File: config.mk
export PLATFORM = sky130hd
export DESIGN_NAME = sha256_stream_hasher_core
export DESIGN_NICKNAME = d
export VERILOG_FILES = /design/src/rtl/s256_pkg.sv /design/src/rtl/s256_ram.sv /design/src/rtl/s256_sched.sv /design/src/rtl/s256_round.sv /design/src/rtl/sha256_stream_hasher_core.sv
export SDC_FILE = /design/constraint.sdc
export NUM_CORES = 2
export LEC_CHECK = 0
export BUFFER_PORTS_ARGS = -buffer_cell sky130_fd_sc_hd__buf_2
export CAP_MARGIN = 20
export CORE_ASPECT_RATIO = 1.2
export CORE_MARGIN = 2
export CORE_UTILIZATION = 55
export DETAILED_ROUTE_END_ITERATION = 6
export GPL_ROUTABILITY_DRIVEN = 0
export HOLD_SLACK_MARGIN = 0.02
export PLACE_DENSITY_LB_ADDON = 0.05
export RECOVER_POWER = 100
export SYNTH_ARGS = -nofsm -noshare
export SYNTH_HDL_FRONTEND = slang
export SYNTH_SLANG_ARGS = --single-unit
File: constraint.sdc
create_clock -name clk -period 17.87 [get_ports clk]
set_clock_uncertainty 0.2 [all_clocks]
set_input_delay 1.787 -clock clk [delete_from_list [all_inputs] [get_ports clk]]
set_output_delay 1.787 -clock clk [all_outputs]
set_load 0.02 [all_outputs]
File: src/rtl/s256_pkg.sv
// ----------------------------------------------------------------------------
// s256_pkg
// Shared types, constants and round functions of the SHA-256 stream hasher.
// ----------------------------------------------------------------------------
package s256_pkg;

  localparam int WordW      = 32;
  localparam int BlockDepth = 16;
  localparam int HashDepth  = 8;
  localparam int LenW       = 61;

  localparam logic [WordW-1:0] PadMarker = 32'h8000_0000;

  typedef enum logic [3:0] {
    ST_INIT,
    ST_IDLE,
    ST_PAD,
    ST_LOAD,
    ST_ROUND,
    ST_FOLD,
    ST_OUT_RD,
    ST_OUT_CAP,
    ST_OUT_WAIT
  } s256_state_t;

  // Control from the sequencer to the schedule window and the round unit.
  typedef struct packed {
    logic       sched_load;
    logic       sched_step;
    logic       vars_load;
    logic       vars_round;
    logic       vars_shift;
    logic [5:0] round;
  } s256_ctl_t;

  function automatic logic [31:0] rotr(input logic [31:0] x, input int unsigned n);
    return (x >> n) | (x << (32 - n));
  endfunction

  function automatic logic [31:0] big_s0(input logic [31:0] x);
    return rotr(x, 2) ^ rotr(x, 13) ^ rotr(x, 22);
  endfunction

  function automatic logic [31:0] big_s1(input logic [31:0] x);
    return rotr(x, 6) ^ rotr(x, 11) ^ rotr(x, 25);
  endfunction

  function automatic logic [31:0] small_s0(input logic [31:0] x);
    return rotr(x, 7) ^ rotr(x, 18) ^ (x >> 3);
  endfunction

  function automatic logic [31:0] small_s1(input logic [31:0] x);
    return rotr(x, 17) ^ rotr(x, 19) ^ (x >> 10);
  endfunction

  function automatic logic [31:0] iv_word(input logic [2:0] idx);
    logic [31:0] r;
    case (idx)
      3'd0:    r = 32'h6a09e667;
      3'd1:    r = 32'hbb67ae85;
      3'd2:    r = 32'h3c6ef372;
      3'd3:    r = 32'ha54ff53a;
      3'd4:    r = 32'h510e527f;
      3'd5:    r = 32'h9b05688c;
      3'd6:    r = 32'h1f83d9ab;
      default: r = 32'h5be0cd19;
    endcase
    return r;
  endfunction

  function automatic logic [31:0] round_k(input logic [5:0] idx);
    logic [31:0] r;
    case (idx)
      6'd0:  r = 32'h428a2f98; 6'd1:  r = 32'h71374491;
      6'd2:  r = 32'hb5c0fbcf; 6'd3:  r = 32'he9b5dba5;
      6'd4:  r = 32'h3956c25b; 6'd5:  r = 32'h59f111f1;
      6'd6:  r = 32'h923f82a4; 6'd7:  r = 32'hab1c5ed5;
      6'd8:  r = 32'hd807aa98; 6'd9:  r = 32'h12835b01;
      6'd10: r = 32'h243185be; 6'd11: r = 32'h550c7dc3;
      6'd12: r = 32'h72be5d74; 6'd13: r = 32'h80deb1fe;
      6'd14: r = 32'h9bdc06a7; 6'd15: r = 32'hc19bf174;
      6'd16: r = 32'he49b69c1; 6'd17: r = 32'hefbe4786;
      6'd18: r = 32'h0fc19dc6; 6'd19: r = 32'h240ca1cc;
      6'd20: r = 32'h2de92c6f; 6'd21: r = 32'h4a7484aa;
      6'd22: r = 32'h5cb0a9dc; 6'd23: r = 32'h76f988da;
      6'd24: r = 32'h983e5152; 6'd25: r = 32'ha831c66d;
      6'd26: r = 32'hb00327c8; 6'd27: r = 32'hbf597fc7;
      6'd28: r = 32'hc6e00bf3; 6'd29: r = 32'hd5a79147;
      6'd30: r = 32'h06ca6351; 6'd31: r = 32'h14292967;
      6'd32: r = 32'h27b70a85; 6'd33: r = 32'h2e1b2138;
      6'd34: r = 32'h4d2c6dfc; 6'd35: r = 32'h53380d13;
      6'd36: r = 32'h650a7354; 6'd37: r = 32'h766a0abb;
      6'd38: r = 32'h81c2c92e; 6'd39: r = 32'h92722c85;
      6'd40: r = 32'ha2bfe8a1; 6'd41: r = 32'ha81a664b;
      6'd42: r = 32'hc24b8b70; 6'd43: r = 32'hc76c51a3;
      6'd44: r = 32'hd192e819; 6'd45: r = 32'hd6990624;
      6'd46: r = 32'hf40e3585; 6'd47: r = 32'h106aa070;
      6'd48: r = 32'h19a4c116; 6'd49: r = 32'h1e376c08;
      6'd50: r = 32'h2748774c; 6'd51: r = 32'h34b0bcb5;
      6'd52: r = 32'h391c0cb3; 6'd53: r = 32'h4ed8aa4a;
      6'd54: r = 32'h5b9cca4f; 6'd55: r = 32'h682e6ff3;
      6'd56: r = 32'h748f82ee; 6'd57: r = 32'h78a5636f;
      6'd58: r = 32'h84c87814; 6'd59: r = 32'h8cc70208;
      6'd60: r = 32'h90befffa; 6'd61: r = 32'ha4506ceb;
      6'd62: r = 32'hbef9a3f7;
      default: r = 32'hc67178f2;
    endcase
    return r;
  endfunction

endpackage

File: src/rtl/s256_ram.sv
// ----------------------------------------------------------------------------
// s256_ram
// Generic single-write, single-read RAM with a registered read port.
// ----------------------------------------------------------------------------
module s256_ram #(
  parameter int Width = 32,
  parameter int Depth = 16,
  localparam int AddrW = $clog2(Depth)
) (
  input  logic             clk,
  input  logic             we,
  input  logic [AddrW-1:0] waddr,
  input  logic [Width-1:0] wdata,
  input  logic [AddrW-1:0] raddr,
  output logic [Width-1:0] rdata
);

  logic [Width-1:0] mem [Depth];

  always_ff @(posedge clk) begin
    if (we) begin
      mem[waddr] <= wdata;
    end
    rdata <= mem[raddr];
  end

endmodule

File: src/rtl/s256_sched.sv
// ----------------------------------------------------------------------------
// s256_sched
// Sixteen-word message schedule window: filled from the block memory, then
// advanced one expanded word per round.
// ----------------------------------------------------------------------------
module s256_sched import s256_pkg::*; (
  input  logic        clk,
  input  s256_ctl_t   ctl,
  input  logic [31:0] load_word,
  output logic [31:0] w_cur
);

  logic [31:0] win [BlockDepth];
  logic [31:0] w_new;

  assign w_new = win[0] + small_s0(win[1]) + win[9] + small_s1(win[14]);
  assign w_cur = win[0];

  always_ff @(posedge clk) begin
    if (ctl.sched_load || ctl.sched_step) begin
      for (int i = 0; i < BlockDepth - 1; i++) begin
        win[i] <= win[i+1];
      end
      win[BlockDepth-1] <= ctl.sched_load ? load_word : w_new;
    end
  end

endmodule

File: src/rtl/s256_round.sv
// ----------------------------------------------------------------------------
// s256_round
// Working variables a..h and the SHA-256 round function, one round a cycle.
// ----------------------------------------------------------------------------
module s256_round import s256_pkg::*; (
  input  logic        clk,
  input  s256_ctl_t   ctl,
  input  logic [31:0] load_word,
  input  logic [31:0] w_cur,
  output logic [31:0] var_a
);

  logic [31:0] a, b, c, d, e, f, g, h;
  logic [31:0] t1, t2;

  assign t1 = h + big_s1(e) + ((e & f) ^ (~e & g)) + round_k(ctl.round) + w_cur;
  assign t2 = big_s0(a) + ((a & b) ^ (a & c) ^ (b & c));
  assign var_a = a;

  always_ff @(posedge clk) begin
    if (ctl.vars_round) begin
      h <= g;
      g <= f;
      f <= e;
      e <= d + t1;
      d <= c;
      c <= b;
      b <= a;
      a <= t1 + t2;
    end else if (ctl.vars_load || ctl.vars_shift) begin
      // shift toward a: loading enters at h, folding drains from a
      a <= b;
      b <= c;
      c <= d;
      d <= e;
      e <= f;
      f <= g;
      g <= h;
      h <= load_word;
    end
  end

endmodule

File: src/rtl/sha256_stream_hasher_core.sv
// ----------------------------------------------------------------------------
// sha256_stream_hasher_core
// SHA-256 over a stream of big-endian 32-bit words. Each word brings a count
// of valid leading bytes; a word marked last, or one with fewer than four
// bytes, closes the message, which is then padded (0x80, zeros, 64-bit bit
// length) and hashed. The eight digest words leave one transfer each, H0
// first, with digest_end on the eighth, and the hash restarts from the
// initial values. Words collect in a 16-entry block memory and the hash
// words live in an 8-entry memory. After reset a pass writes the initial
// hash values before the first word is taken. The sixteenth word of a
// block starts a compression, which reads the block and hash memories,
// runs the 64 rounds at one round a cycle and adds the result back into
// the hash memory; no word is taken while it runs. Closing a message
// writes the remaining pad words at one a cycle, runs one or two
// compressions, and sends each digest word through a read, a capture and a
// wait state, the wait lasting until its transfer.
// ----------------------------------------------------------------------------
module sha256_stream_hasher_core import s256_pkg::*; (
  input  logic        clk,
  input  logic        rst,
  // message words
  input  logic        data_valid,
  output logic        data_ready,
  input  logic [31:0] data_word,
  input  logic [2:0]  byte_count,
  input  logic        last_word,
  // digest words
  output logic        digest_valid,
  input  logic        digest_ready,
  output logic [31:0] digest_word,
  output logic [2:0]  word_index,
  output logic        digest_end
);

  s256_state_t state, state_next;

  logic [6:0]      cnt;
  logic [3:0]      wib;
  logic [LenW-1:0] msg_bytes;
  logic            pad_active;
  logic            pad_mark;
  logic            len_phase;
  logic [2:0]      oidx;

  logic        in_xfer;
  logic        out_xfer;
  logic        in_full;
  logic        in_ending;
  logic [2:0]  in_count;
  logic [31:0] in_keep;
  logic [31:0] in_mark;
  logic [31:0] in_word;
  logic [31:0] pad_word;
  logic [31:0] len_hi;
  logic [31:0] len_lo;
  logic        msg_done;

  logic        blk_we;
  logic [31:0] blk_wdata;
  logic [31:0] blk_rdata;
  logic        hsh_we;
  logic [2:0]  hsh_waddr;
  logic [31:0] hsh_wdata;
  logic [2:0]  hsh_raddr;
  logic [31:0] hsh_rdata;

  s256_ctl_t   ctl;
  logic [31:0] w_cur;
  logic [31:0] var_a;

  assign in_xfer  = data_valid && data_ready;
  assign out_xfer = digest_valid && digest_ready;
  assign msg_done = out_xfer && (oidx == 3'd7);

  // Input word shaping: clamp the count, zero the unused bytes and drop the
  // pad marker right after the last valid byte of a short word.
  assign in_full   = byte_count[2];
  assign in_count  = in_full ? 3'd4 : byte_count;
  assign in_ending = last_word || !in_full;

  always_comb begin
    case (byte_count[1:0])
      2'd0:    begin in_keep = 32'h0000_0000; in_mark = 32'h8000_0000; end
      2'd1:    begin in_keep = 32'hff00_0000; in_mark = 32'h0080_0000; end
      2'd2:    begin in_keep = 32'hffff_0000; in_mark = 32'h0000_8000; end
      default: begin in_keep = 32'hffff_ff00; in_mark = 32'h0000_0080; end
    endcase
  end

  assign in_word = in_full ? data_word : ((data_word & in_keep) | in_mark);

  // Bit length = byte count * 8, split into the two closing words.
  assign len_hi = msg_bytes[LenW-1:LenW-32];
  assign len_lo = {msg_bytes[LenW-33:0], 3'b000};

  // Padding: marker first if still owed, then zeros, length in slots 14/15.
  always_comb begin
    if (pad_mark) begin
      pad_word = PadMarker;
    end else if (wib == 4'd14) begin
      pad_word = len_hi;
    end else if (wib == 4'd15 && len_phase) begin
      pad_word = len_lo;
    end else begin
      pad_word = '0;
    end
  end

  // Next state.
  always_comb begin
    state_next = state;
    case (state)
      ST_INIT: begin
        if (cnt == 7'd7) state_next = ST_IDLE;
      end
      ST_IDLE: begin
        if (in_xfer) begin
          if (wib == 4'd15) begin
            state_next = ST_LOAD;
          end else if (in_ending) begin
            state_next = ST_PAD;
          end
        end
      end
      ST_PAD: begin
        if (wib == 4'd15) state_next = ST_LOAD;
      end
      ST_LOAD: begin
        if (cnt == 7'd16) state_next = ST_ROUND;
      end
      ST_ROUND: begin
        if (cnt == 7'd63) state_next = ST_FOLD;
      end
      ST_FOLD: begin
        if (cnt == 7'd8) begin
          if (len_phase) begin
            state_next = ST_OUT_RD;
          end else if (pad_active) begin
            state_next = ST_PAD;
          end else begin
            state_next = ST_IDLE;
          end
        end
      end
      ST_OUT_RD:  state_next = ST_OUT_CAP;
      ST_OUT_CAP: state_next = ST_OUT_WAIT;
      ST_OUT_WAIT: begin
        if (out_xfer) state_next = msg_done ? ST_IDLE : ST_OUT_RD;
      end
      default: state_next = ST_INIT;
    endcase
  end

  // Memory ports and datapath control.
  always_comb begin
    data_ready = 1'b0;
    blk_we     = 1'b0;
    blk_wdata  = pad_word;
    hsh_we     = 1'b0;
    hsh_waddr  = cnt[2:0];
    hsh_wdata  = iv_word(cnt[2:0]);
    hsh_raddr  = cnt[2:0];
    ctl        = '0;
    ctl.round  = cnt[5:0];
    case (state)
      ST_INIT: begin
        hsh_we = 1'b1;
      end
      ST_IDLE: begin
        data_ready = 1'b1;
        blk_we     = in_xfer;
        blk_wdata  = in_word;
      end
      ST_PAD: begin
        blk_we = 1'b1;
      end
      ST_LOAD: begin
        ctl.sched_load = (cnt != 7'd0);
        ctl.vars_load  = (cnt != 7'd0) && (cnt <= 7'd8);
      end
      ST_ROUND: begin
        ctl.sched_step = 1'b1;
        ctl.vars_round = 1'b1;
      end
      ST_FOLD: begin
        // read H[n] while writing back H[n-1] + working variable n-1
        ctl.vars_shift = (cnt != 7'd0);
        hsh_we         = (cnt != 7'd0);
        hsh_waddr      = cnt[2:0] - 3'd1;
        hsh_wdata      = hsh_rdata + var_a;
      end
      ST_OUT_RD: begin
        hsh_raddr = oidx;
      end
      ST_OUT_CAP: begin
        // digest word is captured now; reload the initial value behind it
        hsh_raddr = oidx;
        hsh_we    = 1'b1;
        hsh_waddr = oidx;
        hsh_wdata = iv_word(oidx);
      end
      ST_OUT_WAIT: begin
        hsh_raddr = oidx;
      end
      default: begin
        data_ready = 1'b0;
      end
    endcase
  end

  always_ff @(posedge clk) begin
    if (rst) begin
      state        <= ST_INIT;
      cnt          <= '0;
      wib          <= '0;
      msg_bytes    <= '0;
      pad_active   <= 1'b0;
      pad_mark     <= 1'b0;
      len_phase    <= 1'b0;
      oidx         <= '0;
      digest_valid <= 1'b0;
    end else begin
      state <= state_next;
      cnt   <= (state_next != state) ? 7'd0 : cnt + 7'd1;

      if (blk_we) begin
        wib <= wib + 4'd1;
      end

      if (in_xfer) begin
        msg_bytes  <= msg_bytes + {{(LenW-3){1'b0}}, in_count};
        pad_active <= in_ending;
        pad_mark   <= in_full && in_ending;
      end else if (msg_done) begin
        msg_bytes  <= '0;
        pad_active <= 1'b0;
      end

      if (state == ST_PAD) begin
        pad_mark <= 1'b0;
        if (!pad_mark && wib == 4'd14) begin
          len_phase <= 1'b1;
        end
      end else if (msg_done) begin
        len_phase <= 1'b0;
      end

      if (out_xfer) begin
        oidx <= oidx + 3'd1;
      end

      if (state == ST_OUT_CAP) begin
        digest_valid <= 1'b1;
      end else if (out_xfer) begin
        digest_valid <= 1'b0;
      end
    end
  end

  // Hold the digest word until its transfer.
  always_ff @(posedge clk) begin
    if (state == ST_OUT_CAP) begin
      digest_word <= hsh_rdata;
    end
  end

  assign word_index = oidx;
  assign digest_end = (oidx == 3'd7);

  s256_ram #(
    .Width (WordW),
    .Depth (BlockDepth)
  ) u_block_mem (
    .clk   (clk),
    .we    (blk_we),
    .waddr (wib),
    .wdata (blk_wdata),
    .raddr (cnt[3:0]),
    .rdata (blk_rdata)
  );

  s256_ram #(
    .Width (WordW),
    .Depth (HashDepth)
  ) u_hash_mem (
    .clk   (clk),
    .we    (hsh_we),
    .waddr (hsh_waddr),
    .wdata (hsh_wdata),
    .raddr (hsh_raddr),
    .rdata (hsh_rdata)
  );

  s256_sched u_sched (
    .clk       (clk),
    .ctl       (ctl),
    .load_word (blk_rdata),
    .w_cur     (w_cur)
  );

  s256_round u_round (
    .clk       (clk),
    .ctl       (ctl),
    .load_word (hsh_rdata),
    .w_cur     (w_cur),
    .var_a     (var_a)
  );

  // No new message word while a digest word is waiting.
  a_no_input_during_output: assert property (
    @(posedge clk) disable iff (rst) digest_valid |-> !data_ready
  ) else $error("input taken while digest word pending");

  // The sixteenth word of a block must start a compression.
  a_full_block_compresses: assert property (
    @(posedge clk) disable iff (rst)
    (data_valid && data_ready && wib == 4'd15) |=> (state == ST_LOAD)
  ) else $error("full block did not start compression");

  // After the final digest word, the message context is clean.
  a_clean_after_digest: assert property (
    @(posedge clk) disable iff (rst)
    (digest_valid && digest_ready && digest_end) |=>
      (msg_bytes == '0 && !pad_active && !len_phase && wib == 4'd0)
  ) else $error("message context not cleared after digest");

endmodule

* After elaboration in Yosys (flattened, before gate mapping)
Memories as Yosys holds them, arrays and structs flattened. A register that Yosys moved wholly into a read port is not among the register bits.
Cells that the tools add are included.
** Cells by class
- $add $sub $neg :: 16
- Multipliers :: 0
- Divide/modulo/power cells :: 0
- Order comparisons :: 1
- Equal/unequal tests :: 31
- Shifts and indexed selects :: 0
- Muxes and demuxes :: 65
- Bitwise logic cells :: 29
- Reduce and logical (&&, ||, !) cells :: 26
** Operators with widths (number)
- two-way mux 32 bit :: 22
- case mux 32 bit (7 select lines) :: 2
- adder 32 bit :: 11
- XOR 32 bit :: 9
- bitwise AND 32 bit :: 6
- case mux 32 bit (3 select lines) :: 2
- two-way mux 61 bit :: 2
- case mux 32 bit (2 select lines) :: 1
- adder 61 x 3 -> 61 bit :: 1
- two-way mux 4 bit :: 9
- case mux 4 bit (9 select lines) :: 1
- NOT 32 bit :: 1
- OR 10 x 32 -> 32 bit :: 1
- OR 13 x 32 -> 32 bit :: 1
- OR 14 x 32 -> 32 bit :: 1
- OR 15 x 32 -> 32 bit :: 1
- OR 19 x 32 -> 32 bit :: 1
- OR 21 x 32 -> 32 bit :: 1
- OR 25 x 32 -> 32 bit :: 1
- OR 26 x 32 -> 32 bit :: 1
- OR 30 x 32 -> 32 bit :: 1
- OR 32 bit :: 1
- OR 7 x 32 -> 32 bit :: 1
- XOR 32 x 22 -> 32 bit :: 1
- other kinds (38) :: 89
** Storage, ports and cells
- Register bits :: 371
- Bits in latches :: 0
- Memory bits (writable) :: 1280
- Memory bits (read-only) :: 2048
- Output and inout port bits :: 38
- Memories :: 4
** Memory list
- (name not given) :: depth 64, width 32, rd ports 1, clocked after Yosys merged registers in 1, wr ports 0, line s256_pkg.sv:73 : case (idx)
- u_block_mem.mem :: depth 16, width 32, rd ports 1, clocked after Yosys merged registers in 1, wr ports 1, line s256_ram.sv:18 : logic [Width-1:0] mem [Depth];
- u_sched.win :: depth 16, width 32, rd ports 16, clocked after Yosys merged registers in 0, wr ports 16, line s256_sched.sv:13 : logic [31:0] win [BlockDepth];
- u_hash_mem.mem :: depth 8, width 32, rd ports 1, clocked after Yosys merged registers in 1, wr ports 1, line s256_ram.sv:18

* Longest topological paths before layout
- Depth after elaboration :: 9
- Mapped depth :: 30
- Depth with buffers taken out :: 29

* Cells and area by module
A second synthesis with hierarchy kept.
** Unflattened totals
- Cells, all modules :: 5762
- Area total of the unflattened synthesis :: 82416.5 sq um
** Modules (own cells, without submodules)
- s256_round :: times used 1, cells each 2205, area each 23015.8 sq um
- s256_sched :: times used 1, cells each 1182, area each 20473.4 sq um
- s256_ram (u_block_mem) :: times used 1, cells each 838, area each 19854.0 sq um
- s256_ram (u_hash_mem) :: times used 1, cells each 415, area each 10466.3 sq um
- sha256_stream_hasher_core :: times used 1, cells each 1122, area each 8607.0 sq um

* Worst setup path before layout
No wires, ideal clock.
- Path type :: reg2reg
- From :: register cnt[0]
- To :: memory u_sched.win[0][0] (enable)
- Library setup time :: 3632 ps
- Arrival :: 10602 ps
- Data required time :: 14038 ps
- Path slack :: 3435 ps
- Stages on the path, launching flop included :: 11
- Period minus slack after synthesis :: 14435 ps
- Path through :: dfxtp_1 clkbuf_1 inv_1 clkbuf_1 ha_1 nor2b_1 nand2_1 nand2b_1 clkbuf_1 clkbuf_1 nand2_1
** RTL lines
- from (decl) :: line sha256_stream_hasher_core.sv:37 : logic [6:0] cnt;
- from (signal assigned) :: line sha256_stream_hasher_core.sv:224 : cnt <= (state_next != state) ? 7'd0 : cnt + 7'd1;
- to (decl) :: line s256_sched.sv:13

* Final worst setup path
- From :: register cnt[0]
- To :: register u_round.b[3] (enable)
** Between the ends
- Cells in the longest elaborated chain, start to end :: 5
** Ends and longest elaborated chain
- less-or-equal comparator 7 x 4 -> 1 bit or nonzero test 7 bit (tied branches) :: line sha256_stream_hasher_core.sv:179, sha256_stream_hasher_core.sv:187
- logical AND 1 bit :: line sha256_stream_hasher_core.sv:179 : ctl.vars_load = (cnt != 7'd0) && (cnt <= 7'd8);
- two-way mux 1 bit :: line sha256_stream_hasher_core.sv:165 : case (state)
- logical OR 1 bit * :: line s256_round.sv:30 : end else if (ctl.vars_load || ctl.vars_shift) begin
- nonzero test 2 bit (no source line) *
- to (signal assigned) :: line s256_round.sv:28 : b <= a;
- to (signal assigned) :: line s256_round.sv:33 : b <= c;
- to (decl) :: line s256_round.sv:13 : logic [31:0] a, b, c, d, e, f, g, h;
Every way passes the cells marked *; elsewhere a longest branch is shown, timed or not.
A chain may end at the register's enable or synchronous reset.

==> flow_metrics.py <==
metrics = {
    "run_status": {
        "outcome": "finished with violations",
        "violations_in_the_final_reports": "capacitance limit, slew limit",
    },
    "power_and_ir_drop": {
        "power.share.switching": 0.321,
        "share_comb_of_total_power": 0.279,
        "cellInternalPower_mw": 7.86,
        "reg_power_frac": 0.404,
        "power_density_over_the_cells_nw_per_um2": 127,
        "clock_power_share": 0.317,
        "p_sw_mw": 3.72,
        "cell_leakage_power_nw": 31.7,
        "power.ir.vdd_worst_uv": 103,
    },
    "setup_path": {
        "crit_family": "buffers and inverters",
        "rr_startpoint": "cnt[0]",
        "data_arrival_time_of_the_worst_path_ns": 12.14,
        "crit_top_cell": "nand2_1",
        "critical_path_required_ns": 17.81,
        "crit_start": "cnt[0]",
        "category_of_the_critical_setup_timing_path": "flip-flop to flip-flop",
        "cp-end-kind": "flip-flop",
        "startpoint_type": "flip-flop",
        "worst-r2r-cell-count": 7,
        "timing.critical_path.cells": "inv_1 -> ha_1 -> nor2b_1 -> nand2_1 -> o21ai_0 -> nand2_1 -> clkbuf_1",
        "worst_path_max_delay_cell": "clkbuf_1",
        "rrSetupSlack_ns": 5.68,
        "timing.critical_path.slowest_cell_delay_ns": 6.39,
        "timing.critical_path.fanout_max": 161,
        "number_of_buffers_and_inverters_on_the_critical_path": 2,
        "endpoint_of_the_worst_register_to_register_path": "u_round.b[3]",
    },
    "finish": {
        "layout_commonest_cell": "edfxtp_1",
        "area_delta_synth_final_pct": 9.50,
        "design.final.nets": 6822,
        "commonest_cells_after_routing_fill_and_taps_aside": "edfxtp_1, nand2_1, inv_1, nor2_1, o21ai_0",
        "finalNonFillerCells": 8531,
        "layout-drive-gt1-share": 0.0867,
        "layout.filler_cells": 11800,
    },
    "timing": {
        "relSlewSlack": -5.13,
        "final.setup.tns_ns": 0,
        "timing_limited_maximum_frequency_mhz": 82.0,
        "tightestPinTransition_ns": 9.20,
        "number_of_max_slew_violations_in_the_final_report": 2291,
        "setup_viol": 0,
        "final_hold_viol_count": 0,
        "layout_setup_ws_ns": 5.68,
        "grt_setup_unrepaired": "no",
        "final_min_period_over_clock_period": 0.682,
        "period_minus_slack_ns": 12.19,
    },
    "die": {
        "i_o_pins": 78,
        "core_area_um2": 150000,
        "start_util": 0.553,
        "placement_rows": 156,
        "floorplan.die.width_um": 359,
        "die_h_um": 430,
        "area_enclosed_by_the_die_boundary_um2": 154000,
    },
    "clock_network": {
        "post_cts_hold_buffer_count": 0,
        "cts_tree": "yes",
        "post_cts.resized_instances": 0,
        "tritoncts_num_sinks": 1747,
        "clkTransAtPathRegs_ns": 0.06,
        "cts_buffer_depth": 3,
        "post-cts-setup-buffer-count": 0,
        "cts_root_buffer": "clkbuf_16",
        "worst_skew_pair.late_latency_ns": 0.86,
        "cts-buffers-inserted": 175,
        "cts_max_level": 4,
    },
    "flow_run": {
        "cap_viol_max_count": 52,
    },
    "global_routing": {
        "grt_pass1_wl_um": 332000,
        "antenna_found_initial": 9,
        "maximum_number_of_pins_on_one_net_before_global_route_repair": 162,
        "grt_pass1_vias": 50200,
        "grt_remaining_overflow": 0,
        "track_usage": 0.294,
    },
    "drt": {
        "route.detailed.drc": 0,
        "route.vias.total": 52700,
        "avgRoutedWirePerCell_um": 26.7,
        "vias_per_cell": 6.18,
        "drt_iter0_drc": 6315,
        "routed_wirelength_um": 228000,
        "detail_route.first_pass.iterations": 7,
        "drt.antenna.violating_nets": 0,
    },
    "synthesis": {
        "synth_async_sr_flop_share": 0,
        "syn-num-nets": 6802,
        "synthesis.yosys.warnings": 0,
        "synthDistinctLibCells": 106,
        "synth.top_cell.area_share": 0.567,
        "register_area_share_after_synthesis": 0.610,
        "post_synth_inst_count": 6381,
        "post_synthesis_sequential_element_count": 1747,
        "postSynth.topFlopCell": "edfxtp_1",
        "mappedNetlistArea_um2": 83100,
        "post_synth.cell_area_avg_um2": 13.0,
        "synth.top_cells.by_area": "edfxtp_1, fa_1, dfxtp_1",
        "synth_top_cell_by_area": "edfxtp_1",
        "synth-edff-count": 1568,
    },
    "placed_design": {
        "placed_cells": 8197,
        "placement.setup.worst_slack_ns": 10.12,
        "port-buffer-count": 77,
        "dp_hpwl_um": 152000,
    },
    "worst_hold_path": {
        "hp_class": "flip-flop to flip-flop",
        "hold_end": "u_sched.win[11][25]",
        "holdCritStartpoint": "u_sched.win[12][25]",
        "min_delay_path_depth": 0,
    },
}
[final cells by class]
type / instances / area, um2 / share of cell area
Tap cell: 1975 / 2470 / 0.0272
Clock inverter: 95 / 1020 / 0.0112
Antenna cell: 7 / 17.5 / 0.000193
Inverter: 316 / 1190 / 0.0130
Sequential cell: 1747 / 50700 / 0.557
Clock buffer: 230 / 4760 / 0.0524
Multi-Input combinational cell: 3983 / 30000 / 0.330
Timing Repair Buffer: 178 / 848 / 0.00933
[through the flow]
| step | hold WS (ns) | utilization | power [mW] | instance area (um2) |
|---|---|---|---|---|
| floorplan | 0.200 | - | 6.99 | 83100 |
| global placement | 0.201 | 0.570 | 7.90 | 85600 |
| detailed placement | 0.205 | 0.570 | 7.92 | 85600 |
| CTS | 0.189 | 0.608 | 11.6 | 91400 |
| global route | 0.202 | 0.605 | 12.1 | 90900 |
| finish | 0.201 | 0.605 | 11.6 | 91000 |
[flip-flops by register name (all words and copies together), names as in the netlist, 4 cells and up, named ones only]
signal / count
msg_bytes: 61
u_round.f: 32
u_sched.win: 512
cnt: 7
u_hash_mem.mem: 256
digest_word: 32
u_round.g: 32
u_round.d: 32
u_round.e: 32
u_round.h: 32
u_round.b: 32
state: 4
u_round.var_a: 32
u_hash_mem.rdata: 32
u_round.c: 32
u_block_mem.rdata: 32
u_block_mem.mem: 512
wib: 4
[worst register-to-register path, delay by kind of cell, from the launching register on]
| family | cells | cell delay, ns |
|---|---|---|
| and+or+nand+nor | 3 | 1.60 |
| DFF | 1 | 1.36 |
| AOI/OAI and AO/OA | 1 | 0.10 |
| adders and majority gates | 1 | 0.61 |
| buffers and inverters | 2 | 7.29 |
[how the worst max path moves through the flow]
stage | end | slack (ns) | depth (start not counted)
final | u_round.b[3] | 5.68 | 7
after global routing | u_round.b[27] | 5.04 | 7
after CTS | u_round.var_a[31] | 10.06 | 29
after detailed placement | u_round.var_a[31] | 10.12 | 29
after global placement | u_round.var_a[31] | 10.11 | 29
after floorplan | u_sched.win[0][0] | 3.44 | 10
[cell usage after synthesis (11+ instances only)]
cell type  instances
o21bai_1          17
a31oi_1           38
o2111ai_1         13
nand2_1          880
o21ai_1           14
o221ai_1          47
edfxtp_1        1568
o22ai_1           54
and3_1            25
fa_1             189
maj3_1            22
a21o_1            84
ha_1             192
nand2b_1          33
dfxtp_1          179
buf_2             24
o21ai_0          306
clkbuf_1         267
nor2b_1           32
nor3_1            78
xnor2_1          295
o31a_1            15
mux2_2            62
and2_1            18
a211oi_1          38
o211ai_1          57
inv_1            310
a21oi_1          277
a22oi_1           38
xor2_1            91
nor2_1           322
a2111oi_0         11
or2_2             13
o31ai_1           23
nand3_1          115
mux4_2           128
buf_1             32
nor4_1            16
mux2i_1          154
nand4_1           36
a311oi_1          13
or3_1             30
o21a_1            42
[cells by family (layout without fill, tap and decap cells)]
group | after synthesis | after routing | share of synthesized area
mux | 345 | 345 | 0.0618
simple gates | 1655 | 1655 | 0.0872
flops | 1747 | 1747 | 0.610
compound gates | 1194 | 1194 | 0.0927
buf+inv | 651 | 819 | 0.0305
other cells | 0 | 7 | 0
xor+xnor | 386 | 386 | 0.0407
fa+ha+maj | 403 | 403 | 0.0771
[per-layer routing]
layer | vias up | routed length, um | track usage
li1 | 23500 | - | -
met3 | 525 | 17100 | 0.0493
met4 | 2 | 9540 | 0.105
met1 | 26400 | 94800 | 0.411
met5 | - | 13 | 0
met2 | 2352 | 107000 | 0.465
[power by group through the flow]
stage	clock (mW)	sequential (mW)	combinational (mW)
2_1_floorplan	0	4.67	2.32
3_3_place_gp	0	4.76	3.14
3_5_place_dp	0	4.76	3.16
4_1_cts	3.74	4.68	3.18
5_1_grt	3.89	4.68	3.51
6_report	3.67	4.68	3.23
(Power assumes the default switching activity.)
